==> config.mk <==
export PLATFORM = sky130hd
export DESIGN_NAME = legendre_basis_evaluator_flat
export DESIGN_NICKNAME = d
export VERILOG_FILES = /design/src/lbe_pkg.sv /design/src/lbe_if.sv /design/src/legendre_basis_evaluator.sv /design/src/flat_wrapper.sv
export SDC_FILE = /design/constraint.sdc
export NUM_CORES = 2
export LEC_CHECK = 0
export BUFFER_PORTS_ARGS = -buffer_cell sky130_fd_sc_hd__buf_4
export CAP_MARGIN = 20
export CORE_AREA = 2 2 374 654
export CTS_CLUSTER_SIZE = 12
export DETAILED_ROUTE_END_ITERATION = 7
export DIE_AREA = 0 0 376 656
export GPL_TIMING_DRIVEN = 0
export PLACE_DENSITY = 0.62
export SYNTH_ARGS = -nofsm -noshare
export SYNTH_HDL_FRONTEND = slang
export SYNTH_SLANG_ARGS = --single-unit
==> constraint.sdc <==
create_clock -name clk -period 13.6 [get_ports clk]
set_input_delay 2.04 -clock clk [delete_from_list [all_inputs] [get_ports clk]]
set_output_delay 2.04 -clock clk [all_outputs]
set_load 0.02 [all_outputs]
==> src/lbe_pkg.sv <==
package lbe_pkg;

	// Fixed field widths of the channels and the register.
	localparam int DEG_W  = 5;
	localparam int XW     = 32;
	localparam int VW     = 48;
	localparam int APB_AW = 3;
	localparam int APB_DW = 32;

	localparam int DEF_MAX_DEGREE = 31;
	localparam int DEF_FRAC_BITS  = 30;

	// Operand, product and result widths of the shared multiplier.
	localparam int OPW    = 64;
	localparam int HALF_W = OPW / 2;
	localparam int ACC_W  = 2 * OPW;
	localparam int MAG_W  = 61;
	localparam int MRES_W = MAG_W + 1;
	localparam int SUM_W  = MRES_W + 1;

	localparam logic [ACC_W-1:0] MUL_LIM = ACC_W'(1) << 60;

	localparam logic signed [XW-1:0] X_ONE = 32'sh4000_0000;
	localparam logic signed [XW-1:0] X_NEG = 32'shC000_0000;

	localparam logic [DEG_W-1:0] DEGREE_RESET = 5'd3;

	// floor(sqrt(k * 2^80)), one root digit per loop pass.
	function automatic logic [63:0] root_scaled(input logic [63:0] k);
		logic [63:0] hi;
		logic [63:0] rem;
		logic [63:0] root;
		logic [63:0] pair;
		logic [63:0] trial;
		hi   = k << 16;
		rem  = '0;
		root = '0;
		for (int p = 63; p >= 0; p--) begin
			pair  = (p >= 32) ? ((hi >> (2 * (p - 32))) & 64'd3) : 64'd0;
			rem   = (rem << 2) | pair;
			trial = (root << 2) | 64'd1;
			if (rem >= trial) begin
				rem  = rem - trial;
				root = (root << 1) | 64'd1;
			end else begin
				root = root << 1;
			end
		end
		return root;
	endfunction

	// Restoring long division, used only on constants while the tables are built.
	function automatic logic [63:0] udiv64(input logic [63:0] num, input logic [63:0] den);
		logic [63:0] q;
		logic [63:0] r;
		q = '0;
		r = '0;
		for (int i = 63; i >= 0; i--) begin
			r = {r[62:0], num[i]};
			if (r >= den) begin
				r    = r - den;
				q[i] = 1'b1;
			end
		end
		return q;
	endfunction

	// sqrt(k) * num / den in unsigned Q.32, rounded half up.
	function automatic logic [63:0] make_coef(input logic [63:0] k, input logic [63:0] num,
		input logic [63:0] den);
		logic [63:0] d;
		d = den << 8;
		return udiv64(root_scaled(k) * num + (d >> 1), d);
	endfunction

	function automatic logic [63:0] coef_a(input int n);
		logic [63:0] nn;
		nn = 64'(n);
		if (n == 0) begin
			return '0;
		end
		return make_coef((2 * nn + 1) * (2 * nn + 3), 64'd1, nn + 1);
	endfunction

	function automatic logic [63:0] coef_b(input int n);
		logic [63:0] nn;
		nn = 64'(n);
		if (n == 0) begin
			return '0;
		end
		return make_coef((2 * nn + 3) * (2 * nn - 1), nn, (2 * nn - 1) * (nn + 1));
	endfunction

	function automatic logic [63:0] coef_c(input int n);
		logic [63:0] nn;
		nn = 64'(n);
		if (n == 0) begin
			return '0;
		end
		return make_coef((2 * nn + 1) * (2 * nn + 3), 64'd1, 64'd1);
	endfunction

	function automatic logic [63:0] coef_d(input int n);
		logic [63:0] nn;
		nn = 64'(n);
		if (n == 0) begin
			return '0;
		end
		return make_coef((2 * nn + 3) * (2 * nn - 1), 64'd1, 2 * nn - 1);
	endfunction

	localparam logic [63:0] COEF_C0 = make_coef(64'd2, 64'd1, 64'd2);
	localparam logic [63:0] COEF_C1 = make_coef(64'd6, 64'd1, 64'd2);

	// Clamp a wide signed sum into the 48-bit result range.
	function automatic logic signed [VW-1:0] sat_v(input logic signed [SUM_W-1:0] v);
		if (v[SUM_W-1:VW-1] == '0 || v[SUM_W-1:VW-1] == '1) begin
			return v[VW-1:0];
		end
		return v[SUM_W-1] ? {1'b1, {(VW-1){1'b0}}} : {1'b0, {(VW-1){1'b1}}};
	endfunction

endpackage

==> src/lbe_if.sv <==
interface lbe_in_if import lbe_pkg::*; ();
	logic                 valid;
	logic                 ready;
	logic signed [XW-1:0] x_value;

	modport source(output valid, output x_value, input ready);
	modport sink(input valid, input x_value, output ready);
endinterface

interface lbe_out_if import lbe_pkg::*; ();
	logic                 valid;
	logic                 ready;
	logic [DEG_W-1:0]     order;
	logic signed [VW-1:0] value;
	logic signed [VW-1:0] slope;
	logic                 last;

	modport source(output valid, output order, output value, output slope, output last,
		input ready);
	modport sink(input valid, input order, input value, input slope, input last,
		output ready);
endinterface

==> src/legendre_basis_evaluator.sv <==
// Schedule: every product of an item runs in turn through the one shared 32x32 multiplier.
// Items: one at a time; the next item is taken after the last result of the previous one
// sits in the output register.
// Reset: arst_n is asynchronous and active low; the block comes up idle with degree 3.
module legendre_basis_evaluator import lbe_pkg::*; #(
	parameter int MAX_DEGREE = DEF_MAX_DEGREE,
	parameter int FRAC_BITS  = DEF_FRAC_BITS
) (
	input  logic              clk,
	input  logic              arst_n,
	lbe_in_if.sink            sample,
	lbe_out_if.source         basis,
	input  logic              psel,
	input  logic              penable,
	input  logic              pwrite,
	input  logic [APB_AW-1:0] paddr,
	input  logic [APB_DW-1:0] pwdata,
	output logic [APB_DW-1:0] prdata,
	output logic              pready
);

	localparam int ROM_N = MAX_DEGREE + 1;
	localparam int RIX_W = $clog2(ROM_N);

	// The constant 1.0 in the result format, used by the seed products.
	localparam logic signed [OPW-1:0] ONE = OPW'(1) << FRAC_BITS;

	localparam logic [APB_AW-3:0] REG_DEGREE = '0;
	localparam logic [2:0]        MC_LAST    = 3'd4;

	// The sequencer runs each product through load, four partial products, rounding,
	// clamping and a post step that folds the product into the recurrence.
	typedef enum logic [6:0] {
		S_IDLE  = 7'b0000001,
		S_LOAD  = 7'b0000010,
		S_MUL   = 7'b0000100,
		S_ROUND = 7'b0001000,
		S_DONE  = 7'b0010000,
		S_POST  = 7'b0100000,
		S_EMIT  = 7'b1000000
	} state_t;

	// Products of one item, in the order they are issued. Seeds first, then five products
	// for every higher order: t = x*p_n, A*t, B*p_(n-1), C*p_n, D*d_(n-1).
	typedef enum logic [2:0] {
		OP_P0,
		OP_D1,
		OP_P1,
		OP_T,
		OP_AT,
		OP_BP,
		OP_CP,
		OP_DD
	} op_t;

	state_t state_q;
	op_t    op_q;

	logic [DEG_W-1:0] degree_q;
	logic [DEG_W-1:0] top_q;
	logic [DEG_W-1:0] ord_q;
	logic [2:0]       mc_q;

	// Recurrence state: x, the two newest values and slopes, a scratch product and the next value.
	logic signed [XW-1:0]     x_q;
	logic signed [VW-1:0]     pa_q;
	logic signed [VW-1:0]     pb_q;
	logic signed [VW-1:0]     da_q;
	logic signed [VW-1:0]     db_q;
	logic signed [VW-1:0]     pn_q;
	logic signed [MRES_W-1:0] hold_q;

	// Shared multiplier.
	logic [OPW-1:0]           a_mag_q;
	logic [OPW-1:0]           b_mag_q;
	logic                     neg_q;
	logic                     sh32_q;
	logic [OPW-1:0]           prod_q;
	logic [ACC_W-1:0]         acc_q;
	logic signed [MRES_W-1:0] mres_q;

	// Output register.
	logic                 out_valid_q;
	logic [DEG_W-1:0]     out_order_q;
	logic signed [VW-1:0] out_value_q;
	logic signed [VW-1:0] out_slope_q;
	logic                 out_last_q;

	// Coefficient tables, built at elaboration from the root and division functions.
	logic [63:0] rom_a [ROM_N];
	logic [63:0] rom_b [ROM_N];
	logic [63:0] rom_c [ROM_N];
	logic [63:0] rom_d [ROM_N];

	for (genvar g = 0; g < ROM_N; g++) begin : g_rom
		assign rom_a[g] = coef_a(g);
		assign rom_b[g] = coef_b(g);
		assign rom_c[g] = coef_c(g);
		assign rom_d[g] = coef_d(g);
	end

	logic [RIX_W-1:0] rix;
	assign rix = RIX_W'(ord_q);

	// ---------------------------------------------------------------------------------------
	// Configuration port. Writes complete in the access phase; pready is tied high.
	// ---------------------------------------------------------------------------------------
	logic reg_hit;
	assign reg_hit = (paddr[APB_AW-1:2] == REG_DEGREE);
	assign pready  = 1'b1;
	assign prdata  = reg_hit ? APB_DW'(degree_q) : '0;

	always_ff @(posedge clk or negedge arst_n) begin
		if (!arst_n) begin
			degree_q <= DEGREE_RESET;
		end else if (psel && penable && pwrite && reg_hit) begin
			degree_q <= pwdata[DEG_W-1:0];
		end
	end

	// ---------------------------------------------------------------------------------------
	// Handshakes. An item is taken only when the sequencer is idle; results leave through a
	// one-deep output register so that the last result of an item can wait for the sink
	// while the next item is already being worked on.
	// ---------------------------------------------------------------------------------------
	logic take_in;
	logic emit_now;
	logic emit_last;

	assign sample.ready = (state_q == S_IDLE);
	assign take_in      = sample.valid && sample.ready;
	assign emit_now     = (state_q == S_EMIT) && (!out_valid_q || basis.ready);
	assign emit_last    = (ord_q == top_q);

	assign basis.valid = out_valid_q;
	assign basis.order = out_order_q;
	assign basis.value = out_value_q;
	assign basis.slope = out_slope_q;
	assign basis.last  = out_last_q;

	// Clamped abscissa and the effective top order for a new item.
	logic signed [XW-1:0] x_clamped;
	logic [DEG_W-1:0]     top_next;

	always_comb begin
		x_clamped = sample.x_value;
		if (sample.x_value > X_ONE) begin
			x_clamped = X_ONE;
		end else if (sample.x_value < X_NEG) begin
			x_clamped = X_NEG;
		end
		top_next = (int'(degree_q) > MAX_DEGREE) ? DEG_W'(MAX_DEGREE) : degree_q;
	end

	// ---------------------------------------------------------------------------------------
	// Operand selection for the product named by op_q. Both operands go into the multiplier
	// as magnitudes; the sign of the product is kept aside and applied after rounding, which
	// gives rounding half away from zero.
	// ---------------------------------------------------------------------------------------
	logic signed [OPW-1:0] opa;
	logic signed [OPW-1:0] opb;
	logic                  op_sh32;

	always_comb begin
		opa     = '0;
		opb     = '0;
		op_sh32 = 1'b1;
		case (op_q)
			OP_P0: begin
				opa = signed'(COEF_C0);
				opb = ONE;
			end
			OP_D1: begin
				opa = signed'(COEF_C1);
				opb = ONE;
			end
			OP_P1: begin
				opa     = signed'(COEF_C1);
				opb     = OPW'(x_q);
				op_sh32 = 1'b0;
			end
			OP_T: begin
				opa     = OPW'(x_q);
				opb     = OPW'(pb_q);
				op_sh32 = 1'b0;
			end
			OP_AT: begin
				opa = signed'(rom_a[rix]);
				opb = OPW'(hold_q);
			end
			OP_BP: begin
				opa = signed'(rom_b[rix]);
				opb = OPW'(pa_q);
			end
			OP_CP: begin
				opa = signed'(rom_c[rix]);
				opb = OPW'(pb_q);
			end
			OP_DD: begin
				opa = signed'(rom_d[rix]);
				opb = OPW'(da_q);
			end
			default: begin
				opa = '0;
				opb = '0;
			end
		endcase
	end

	// Partial products: mc_q bit 1 picks the half of a, bit 0 the half of b. Each product is
	// registered in prod_q and added into the accumulator in the following cycle.
	logic [HALF_W-1:0] a_half;
	logic [HALF_W-1:0] b_half;
	logic [1:0]        pp_idx;
	logic [ACC_W-1:0]  pp_addend;
	logic [ACC_W-1:0]  acc_base;

	assign a_half = mc_q[1] ? a_mag_q[OPW-1:HALF_W] : a_mag_q[HALF_W-1:0];
	assign b_half = mc_q[0] ? b_mag_q[OPW-1:HALF_W] : b_mag_q[HALF_W-1:0];
	assign pp_idx = 2'(mc_q - 3'd1);

	always_comb begin
		case (pp_idx)
			2'd0:    pp_addend = ACC_W'(prod_q);
			2'd3:    pp_addend = ACC_W'(prod_q) << (2 * HALF_W);
			default: pp_addend = ACC_W'(prod_q) << HALF_W;
		endcase
		acc_base = (mc_q == 3'd1) ? '0 : acc_q;
	end

	// Shift out the fraction, clamp the magnitude to 2^60, then apply the sign.
	logic [ACC_W-1:0] q_full;
	logic [MAG_W-1:0] q_mag;

	always_comb begin
		q_full = sh32_q ? (acc_q >> 32) : (acc_q >> 30);
		q_mag  = (q_full > MUL_LIM) ? MAG_W'(MUL_LIM) : q_full[MAG_W-1:0];
	end

	// Recurrence sums, saturated to the result range.
	logic signed [VW-1:0] mres_sat;
	logic signed [VW-1:0] p_sum;
	logic signed [VW-1:0] d_sum;

	assign mres_sat = sat_v(SUM_W'(mres_q));
	assign p_sum    = sat_v(SUM_W'(hold_q) - SUM_W'(mres_q));
	assign d_sum    = sat_v(SUM_W'(hold_q) + SUM_W'(mres_q));

	// ---------------------------------------------------------------------------------------
	// Sequencer.
	// ---------------------------------------------------------------------------------------
	always_ff @(posedge clk or negedge arst_n) begin
		if (!arst_n) begin
			state_q     <= S_IDLE;
			op_q        <= OP_P0;
			mc_q        <= '0;
			ord_q       <= '0;
			top_q       <= '0;
			out_valid_q <= 1'b0;
		end else begin
			if (emit_now) begin
				out_valid_q <= 1'b1;
			end else if (basis.ready) begin
				out_valid_q <= 1'b0;
			end

			case (state_q)
				S_IDLE: begin
					if (take_in) begin
						top_q   <= top_next;
						ord_q   <= '0;
						op_q    <= OP_P0;
						state_q <= S_LOAD;
					end
				end
				S_LOAD: begin
					mc_q    <= '0;
					state_q <= S_MUL;
				end
				S_MUL: begin
					mc_q <= mc_q + 3'd1;
					if (mc_q == MC_LAST) begin
						state_q <= S_ROUND;
					end
				end
				S_ROUND: begin
					state_q <= S_DONE;
				end
				S_DONE: begin
					state_q <= S_POST;
				end
				S_POST: begin
					case (op_q)
						OP_P0: state_q <= S_EMIT;
						OP_D1: begin
							op_q    <= OP_P1;
							state_q <= S_LOAD;
						end
						OP_P1: begin
							ord_q   <= DEG_W'(1);
							state_q <= S_EMIT;
						end
						OP_T: begin
							op_q    <= OP_AT;
							state_q <= S_LOAD;
						end
						OP_AT: begin
							op_q    <= OP_BP;
							state_q <= S_LOAD;
						end
						OP_BP: begin
							op_q    <= OP_CP;
							state_q <= S_LOAD;
						end
						OP_CP: begin
							op_q    <= OP_DD;
							state_q <= S_LOAD;
						end
						OP_DD: begin
							ord_q   <= ord_q + DEG_W'(1);
							state_q <= S_EMIT;
						end
						default: state_q <= S_IDLE;
					endcase
				end
				S_EMIT: begin
					if (emit_now) begin
						if (emit_last) begin
							state_q <= S_IDLE;
						end else begin
							// Order 1 is seeded; every later order starts with t = x*p_n.
							op_q    <= (ord_q == '0) ? OP_D1 : OP_T;
							state_q <= S_LOAD;
						end
					end
				end
				default: state_q <= S_IDLE;
			endcase
		end
	end

	// ---------------------------------------------------------------------------------------
	// Datapath registers.
	// ---------------------------------------------------------------------------------------
	always_ff @(posedge clk) begin
		if (take_in) begin
			x_q <= x_clamped;
		end

		if (state_q == S_LOAD) begin
			a_mag_q <= opa[OPW-1] ? unsigned'(-opa) : unsigned'(opa);
			b_mag_q <= opb[OPW-1] ? unsigned'(-opb) : unsigned'(opb);
			neg_q   <= opa[OPW-1] ^ opb[OPW-1];
			sh32_q  <= op_sh32;
		end

		if (state_q == S_MUL) begin
			prod_q <= OPW'(a_half) * OPW'(b_half);
			if (mc_q != '0) begin
				acc_q <= acc_base + pp_addend;
			end
		end

		if (state_q == S_ROUND) begin
			acc_q <= acc_q + (sh32_q ? (ACC_W'(1) << 31) : (ACC_W'(1) << 29));
		end

		if (state_q == S_DONE) begin
			mres_q <= neg_q ? -$signed({1'b0, q_mag}) : $signed({1'b0, q_mag});
		end

		if (state_q == S_POST) begin
			case (op_q)
				OP_P0: begin
					pa_q <= mres_sat;
					pb_q <= mres_sat;
					da_q <= '0;
					db_q <= '0;
				end
				OP_D1: db_q <= mres_sat;
				OP_P1: pb_q <= mres_sat;
				OP_T:  hold_q <= mres_q;
				OP_AT: hold_q <= mres_q;
				OP_BP: pn_q <= p_sum;
				OP_CP: hold_q <= mres_q;
				OP_DD: begin
					pa_q <= pb_q;
					pb_q <= pn_q;
					da_q <= db_q;
					db_q <= d_sum;
				end
				default: hold_q <= hold_q;
			endcase
		end

		if (emit_now) begin
			out_order_q <= ord_q;
			out_value_q <= pb_q;
			out_slope_q <= db_q;
			out_last_q  <= emit_last;
		end
	end

	// ---------------------------------------------------------------------------------------
	// Assertions.
	// ---------------------------------------------------------------------------------------

	// A new item always starts from the order-zero seed.
	a_start_seed: assert property (@(posedge clk) disable iff (!arst_n)
		take_in |=> (state_q == S_LOAD) && (op_q == OP_P0) && (ord_q == '0))
		else $error("item did not start from the order-zero seed");

	// Seed products are positive constants times 1.0, so they can never come out negative.
	a_seed_positive: assert property (@(posedge clk) disable iff (!arst_n)
		(state_q == S_POST) && (op_q == OP_P0 || op_q == OP_D1) |-> !mres_q[MRES_W-1])
		else $error("seed product came out negative");

	// Order zero leaves both value registers holding the same seed and the newest slope at zero.
	a_order0_state: assert property (@(posedge clk) disable iff (!arst_n)
		(state_q == S_EMIT) && (ord_q == '0) |-> (pa_q == pb_q) && (db_q == '0))
		else $error("order-zero recurrence state is inconsistent");

endmodule

==> src/flat_wrapper.sv <==
// flat-port wrapper written by rule: the top's interface ports become plain ports
module legendre_basis_evaluator_flat import lbe_pkg::*;
#(
	parameter int MAX_DEGREE = DEF_MAX_DEGREE,
	parameter int FRAC_BITS  = DEF_FRAC_BITS
)
  (clk, arst_n, psel, penable, pwrite, paddr, pwdata, prdata, pready, sample_valid, sample_x_value, sample_ready, basis_valid, basis_order, basis_value, basis_slope, basis_last, basis_ready);
  lbe_in_if sample_i ();
  lbe_out_if basis_i ();
  input  logic clk;
  input  logic arst_n;
  input  logic psel;
  input  logic penable;
  input  logic pwrite;
  input  logic [APB_AW-1:0] paddr;
  input  logic [APB_DW-1:0] pwdata;
  output logic [APB_DW-1:0] prdata;
  output logic pready;
  input wire logic [$bits(sample_i.valid)-1:0] sample_valid;
  input wire logic [$bits(sample_i.x_value)-1:0] sample_x_value;
  output wire logic [$bits(sample_i.ready)-1:0] sample_ready;
  output wire logic [$bits(basis_i.valid)-1:0] basis_valid;
  output wire logic [$bits(basis_i.order)-1:0] basis_order;
  output wire logic [$bits(basis_i.value)-1:0] basis_value;
  output wire logic [$bits(basis_i.slope)-1:0] basis_slope;
  output wire logic [$bits(basis_i.last)-1:0] basis_last;
  input wire logic [$bits(basis_i.ready)-1:0] basis_ready;
  assign sample_i.valid = sample_valid;
  assign sample_i.x_value = sample_x_value;
  assign sample_ready = sample_i.ready;
  assign basis_valid = basis_i.valid;
  assign basis_order = basis_i.order;
  assign basis_value = basis_i.value;
  assign basis_slope = basis_i.slope;
  assign basis_last = basis_i.last;
  assign basis_i.ready = basis_ready;
  legendre_basis_evaluator #(.MAX_DEGREE(MAX_DEGREE), .FRAC_BITS(FRAC_BITS)) u_core (.clk(clk), .arst_n(arst_n), .sample(sample_i), .basis(basis_i), .psel(psel), .penable(penable), .pwrite(pwrite), .paddr(paddr), .pwdata(pwdata), .prdata(prdata), .pready(pready));
endmodule
# Yosys cells after proc, flatten, opt, wreduce, memory -nomap -nowiden
# Memory sizes are Yosys's and may differ from the RTL's.
# Cells that the tools add are included.
[totals] word_cells=183 ff_bits=849 romBits=8192 output_inout_bits=137 mem_count=4 input_bits=74
[mem_list] name="(no name shown)" words=32 word_bits=64 read_ports=1 rd_clocked_by_memory_dff=0 wr=0 line_no="legendre_basis_evaluator.sv:188" source="opa = signed'(rom_a[rix]);"
[mem_list] name="(no name shown)" words=32 word_bits=64 read_ports=1 rd_clocked_by_memory_dff=0 wr=0 line_no="legendre_basis_evaluator.sv:192" source="opa = signed'(rom_b[rix]);"
[mem_list] name="(no name shown)" words=32 word_bits=64 read_ports=1 rd_clocked_by_memory_dff=0 wr=0 line_no="legendre_basis_evaluator.sv:196" source="opa = signed'(rom_c[rix]);"
[mem_list] name="(no name shown)" words=32 word_bits=64 read_ports=1 rd_clocked_by_memory_dff=0 wr=0 line_no="legendre_basis_evaluator.sv:200" source="opa = signed'(rom_d[rix]);"
[classes] reduce_logical=45 n_addsub=10 mul=1 muxes=60 n_bitwise=3 n_eq_ne=27 magnitude_cmp=4
[ops] cell="two-way mux 128 bit" count=4
[ops] cell="two-way mux 64 bit" count=8
[ops] cell="one-hot mux 64 bit (7 select lines)" count=1
[ops] cell="two-way mux 48 bit" count=9
[ops] cell="one-hot mux 64 bit (6 select lines)" count=1
[ops] cell="one-hot mux 48 bit (2 select lines)" count=3
[ops] cell="adder 128 bit" count=2
[ops] cell="one-hot mux 128 bit (2 select lines)" count=1
[ops] cell="one-hot mux 48 bit (3 select lines)" count=1
[ops] cell="greater-than comparator 128 x 61 -> 1 bit (second input constant)" count=1
[ops] cell="two-way mux 32 bit" count=4
[ops] cell="negator 64 bit" count=2
[ops] cell="two-way mux 63 bit" count=2
[ops] cell="two-way mux 61 bit" count=2
[ops] cell="two-way mux 98 bit" count=1
[ops] cell="multiplier 32 x 32 -> 64 bit" count=1
[ops] cell="adder 62 x 62 -> 63 bit" count=1
[ops] cell="subtractor 62 x 62 -> 63 bit" count=1
[ops] cell="negator 61 -> 62 bit" count=1
[ops] cell="one-hot mux 7 bit (7 select lines)" count=1
[ops] cell="== test 16 bit (second input constant)" count=3
[ops] cell="zero test 16 bit" count=3
[ops] cell="greater-than comparator 32 bit (second input constant)" count=1
[ops] cell="< comparator 32 x 31 -> 1 bit (second input constant)" count=1
[ops] cell="47 further kinds" count=95

# Logic depth before layout (Yosys ltp)
[logic_depth] word_depth=7 mapped_depth=34 ltp_nobuf=31

# Worst setup path after synthesis
# OpenSTA, ideal clock, no wires.
[synth_timing] path_kind="register to register" startpoint="register u_core.mc_q[0]" endpoint="register u_core.prod_q[60], data pin" setup_slack_ns=4.327 path_buffers=3 required_time_ns=13.336 setup_ns=0.264 synth_period_minus_slack_ns=9.273 path_stages_with_launch=31 arrival_time_ns=9.009 path_cell_list="dfrtp_1 > clkbuf_1 > buf_1 > mux2i_1 > clkbuf_1 > nor2_1 > fa_1 > fa_1 > fa_1 > inv_1 > fa_1 > inv_1 > fa_1 > fa_1 > fa_1 > inv_1 > fa_1 > inv_1 > ha_1 > a21o_1 > a21o_1 > a21o_1 > a31oi_1 > nand2_1 > or2_2 > a41oi_1 > o21ai_0 > a311oi_1 > nor4_1 > nor4_1 > xnor2_1"
[synth_between] elab_chain_len=2
[synth_lines] item="start, declared" line_no="legendre_basis_evaluator.sv:62" source="logic [2:0] mc_q;"
[synth_lines] item="start signal, assigned" line_no="legendre_basis_evaluator.sv:281" source="mc_q <= mc_q + 3'd1;"
[synth_lines] item="two-way mux 32 bit" line_no="legendre_basis_evaluator.sv:219" source="assign b_half = mc_q[0] ? b_mag_q[OPW-1:HALF_W] : b_mag_q[HALF_W-1:0];"
[synth_lines] item="multiplier 32 x 32 -> 64 bit" line_no="legendre_basis_evaluator.sv:358" source="prod_q <= OPW'(a_half) * OPW'(b_half);"
[synth_lines] item="end signal, assigned" line_no="legendre_basis_evaluator.sv:358"
[synth_lines] item="end, declared" line_no="legendre_basis_evaluator.sv:78" source="logic [OPW-1:0] prod_q;"
# Every way passes these cells.
# A chain may end at the register's enable or synchronous reset.

# Final worst setup path
[layout_timing] startpoint="register u_core.mc_q[0]" endpoint="register u_core.prod_q[63], data pin"
# The elaborated chain is that of the path after synthesis.

==> metrics.cfg <==
[status]
status=complete, but fails checks
failed_checks=design-rule violations

[timing]
finalSetupViolations=0
rsz0062_at_grt=no
hold_viol=0
drv_slew=0
fmax_ghz=0.07624
fin_crit_sh_pct=96.44
slew_headroom_pct=9.641
worstMarginPinSlew_ns=1.353
clock_skew_ns=0.1160
setup_tns_ns=0
fin_crit_ns=13.12

[clock_network]
clock_latency_ns=0.78
cts-resized-gates=0
cts_tree=built
clockBufferDepth=3
clockRootBuffer=clkbuf_16
cts.htree.levels=3
numCtsBuffers=92
clk_pin_slew_ns=0.07
cts_hold_buf=0
clkSinkCount=849
postCtsSetupBuffers=0

[synth]
avgSynthCellArea_um2=8.931
yosysTopAreaCell=edfxtp_1
async_flop_share_pct=3.416
ys_types=114
synth_most_common_cell=nor2_1
ys_seq_area_share_pct=26.38
postSynthCellCount=10760
ys_warn_count=0
yosys-top-cells-count=nor2_1, inv_1, nand2_1
synthFlopType=edfxtp_1
synth_edf_count=820
synth-seq-cells=849
synthTopCellsByArea=edfxtp_1, fa_1, ha_1
syn_area_mm2=0.09610
synth_top_area_share_pct=25.62

[drt]
drt-pass1-iter-count=8
detail_route.wl_per_cell_um=36.81
ant_nets=0
drt_iter0_drc=9039
route.detailed.drc=1
drt_wl_total_mm=530.3
routed_via_density=6.241
vias=89920

[die]
die_x_um=376
start_util_pct=39.77
die_h_um=656
rows=239
io_pins=211
dieArea_mm2=0.2467
core_area_mm2=0.2416

[layout]
multi_input_area_mm2=0.06410
regArea_mm2=0.02535
finalNetCount=12720
area_growth_pct=10.96
num-fill-cells=24130
drive_gt1_share_pct=7.300

[global_route]
grt_pass1_vias=91010
grt_max_degree=63
grt_overflow=0
antenna_found_initial=35
grt_util_all_layers_pct=42.30
grt_pass1_wl_mm=726.2

[worst_setup_path]
cp_common_cell=fa_1
worst-setup-path-type=reg -> reg
end_kind=register
cp_slowest_cell=clkbuf_1
max_stage_delay_ns=0.92
cp_max_fo=10
cp.arrival_ns=13.54
crit_required_ns=14.02
start_kind=register

[hold_path]
hp-class=reg -> reg

[placed_design]
port_buffers=153
gp_congestion=1.055
place_hpwl_mm=437.8

[job]
max-cap-violations=0

-- final timing paths --
kind / start / endpoint / slack (ns) / cells after the start
setup reg to reg: u_core.mc_q[0] / u_core.prod_q[63] / 0.48 / 31
min in group asynchronous: arst_n / u_core.ord_q[3] / 1.27 / 1
setup / recovery: u_core.mc_q[0] / u_core.prod_q[63] / 0.48 / 31
max in group asynchronous: arst_n / u_core.mc_q[2] / 11.79 / 1
hold / removal: u_core.db_q[31] / u_core.basis.slope[31] / 0.44 / 0
hold reg to reg: u_core.db_q[31] / u_core.basis.slope[31] / 0.44 / 0
-- cells by family after synthesis --
family / synth area share (%)
flip-flops: 26.38
AO/OA/AOI/OAI: 15.57
AND/OR/NAND/NOR: 17.60
other: 0.007814
XOR/XNOR: 4.593
buffers and inverters: 7.485
adder cells (fa/ha/maj): 25.82
multiplexers: 2.539
-- layout by cell type (no fill, tap or decap), types with 68 or more instances in the layout --
| cell | count |
|---|---|
| nor2_1 | 1178 |
| inv_1 | 1123 |
| nand2_1 | 1037 |
| fa_1 | 899 |
| edfxtp_1 | 820 |
| a21oi_1 | 677 |
| ha_1 | 545 |
| clkbuf_1 | 488 |
| o21ai_0 | 478 |
| xnor2_1 | 353 |
| and2_1 | 320 |
| buf_4 | 210 |
| a21o_1 | 196 |
| nand3_1 | 164 |
| nor3_1 | 159 |
| xor2_1 | 151 |
| nand4_1 | 132 |
| nand2b_1 | 118 |
| buf_2 | 113 |
| mux2i_1 | 105 |
| nor4_1 | 104 |
| clkbuf_16 | 93 |
| nor2b_1 | 92 |
| mux2_2 | 85 |
| o21a_1 | 80 |
| o21bai_1 | 75 |
| o221ai_1 | 70 |
| a22o_1 | 68 |
-- metrics by stage --
stage / hold WS, ns / area (µm²) / worst slack (ns) / std cells / util (%)
6_report: 0.4388 / 106600 / 0.4836 / 14410 / 44.14
5_1_grt: 0.4541 / 106600 / 0.3631 / 14400 / 44.12
4_1_cts: 0.4413 / 106500 / 0.6162 / 14390 / 44.08
3_5_place_dp: 0.4295 / 103600 / 0.6937 / 14230 / 42.88
3_3_place_gp: 0.4269 / 101400 / 0.07513 / 14100 / 41.96
2_1_floorplan: 0.4174 / 96310 / 4.327 / 10820 / -
-- final cells by class --
type | count | area share [%]
sequential | 849 | 23.77
timing repair buffer | 288 | 2.941
buffer | 677 | 2.710
multi-input combinational | 8142 | 60.11
clock inverter | 40 | 0.4435
antenna | 15 | 0.03520
tap | 3133 | 3.676
inverter | 1147 | 4.037
clock buffer | 117 | 2.276
-- worst max-delay path, delay by kind of cell, from the launching register on --
family | cells | cell delay (ns)
buffers and inverters | 8 | 3.28
muxes | 1 | 0.85
xor gates and xnor gates | 1 | 0.18
AOI/OAI and AO/OA | 9 | 2.58
adders and majority gates | 9 | 4.81
and+or+nand+nor | 3 | 0.66
DFF | 1 | 0.43
-- registers in the layout, indices dropped and copies added, names as in the netlist, 7 cells and up --
signal and cells:
u_core.basis.slope 48, u_core.mres_q 62, u_core.pb_q 48, u_core.prod_q 64, u_core.basis.value 48, u_core.x_q 32
u_core.hold_q 62, u_core.pn_q 48, u_core.a_mag_q 64, u_core.b_mag_q 64, u_core.pa_q 48, u_core.acc_q 128
u_core.db_q 48, u_core.da_q 48, u_core.state_q 7
-- per-layer routing --
metal  share of wire, %  wire (µm)  track usage (%)  up-vias
met3                7.3      38630            8.173     1846
met5              0.041        219                0        -
met4                 12      61350            38.71       32
li1                   -          -                -    37670
met2                 48     252800            70.76     5085
met1                 33     177300            44.88    45290
Power is left out: the tool's default activity adds up to more than one toggle a clock period on the data nets, which glitch-free logic cannot reach.
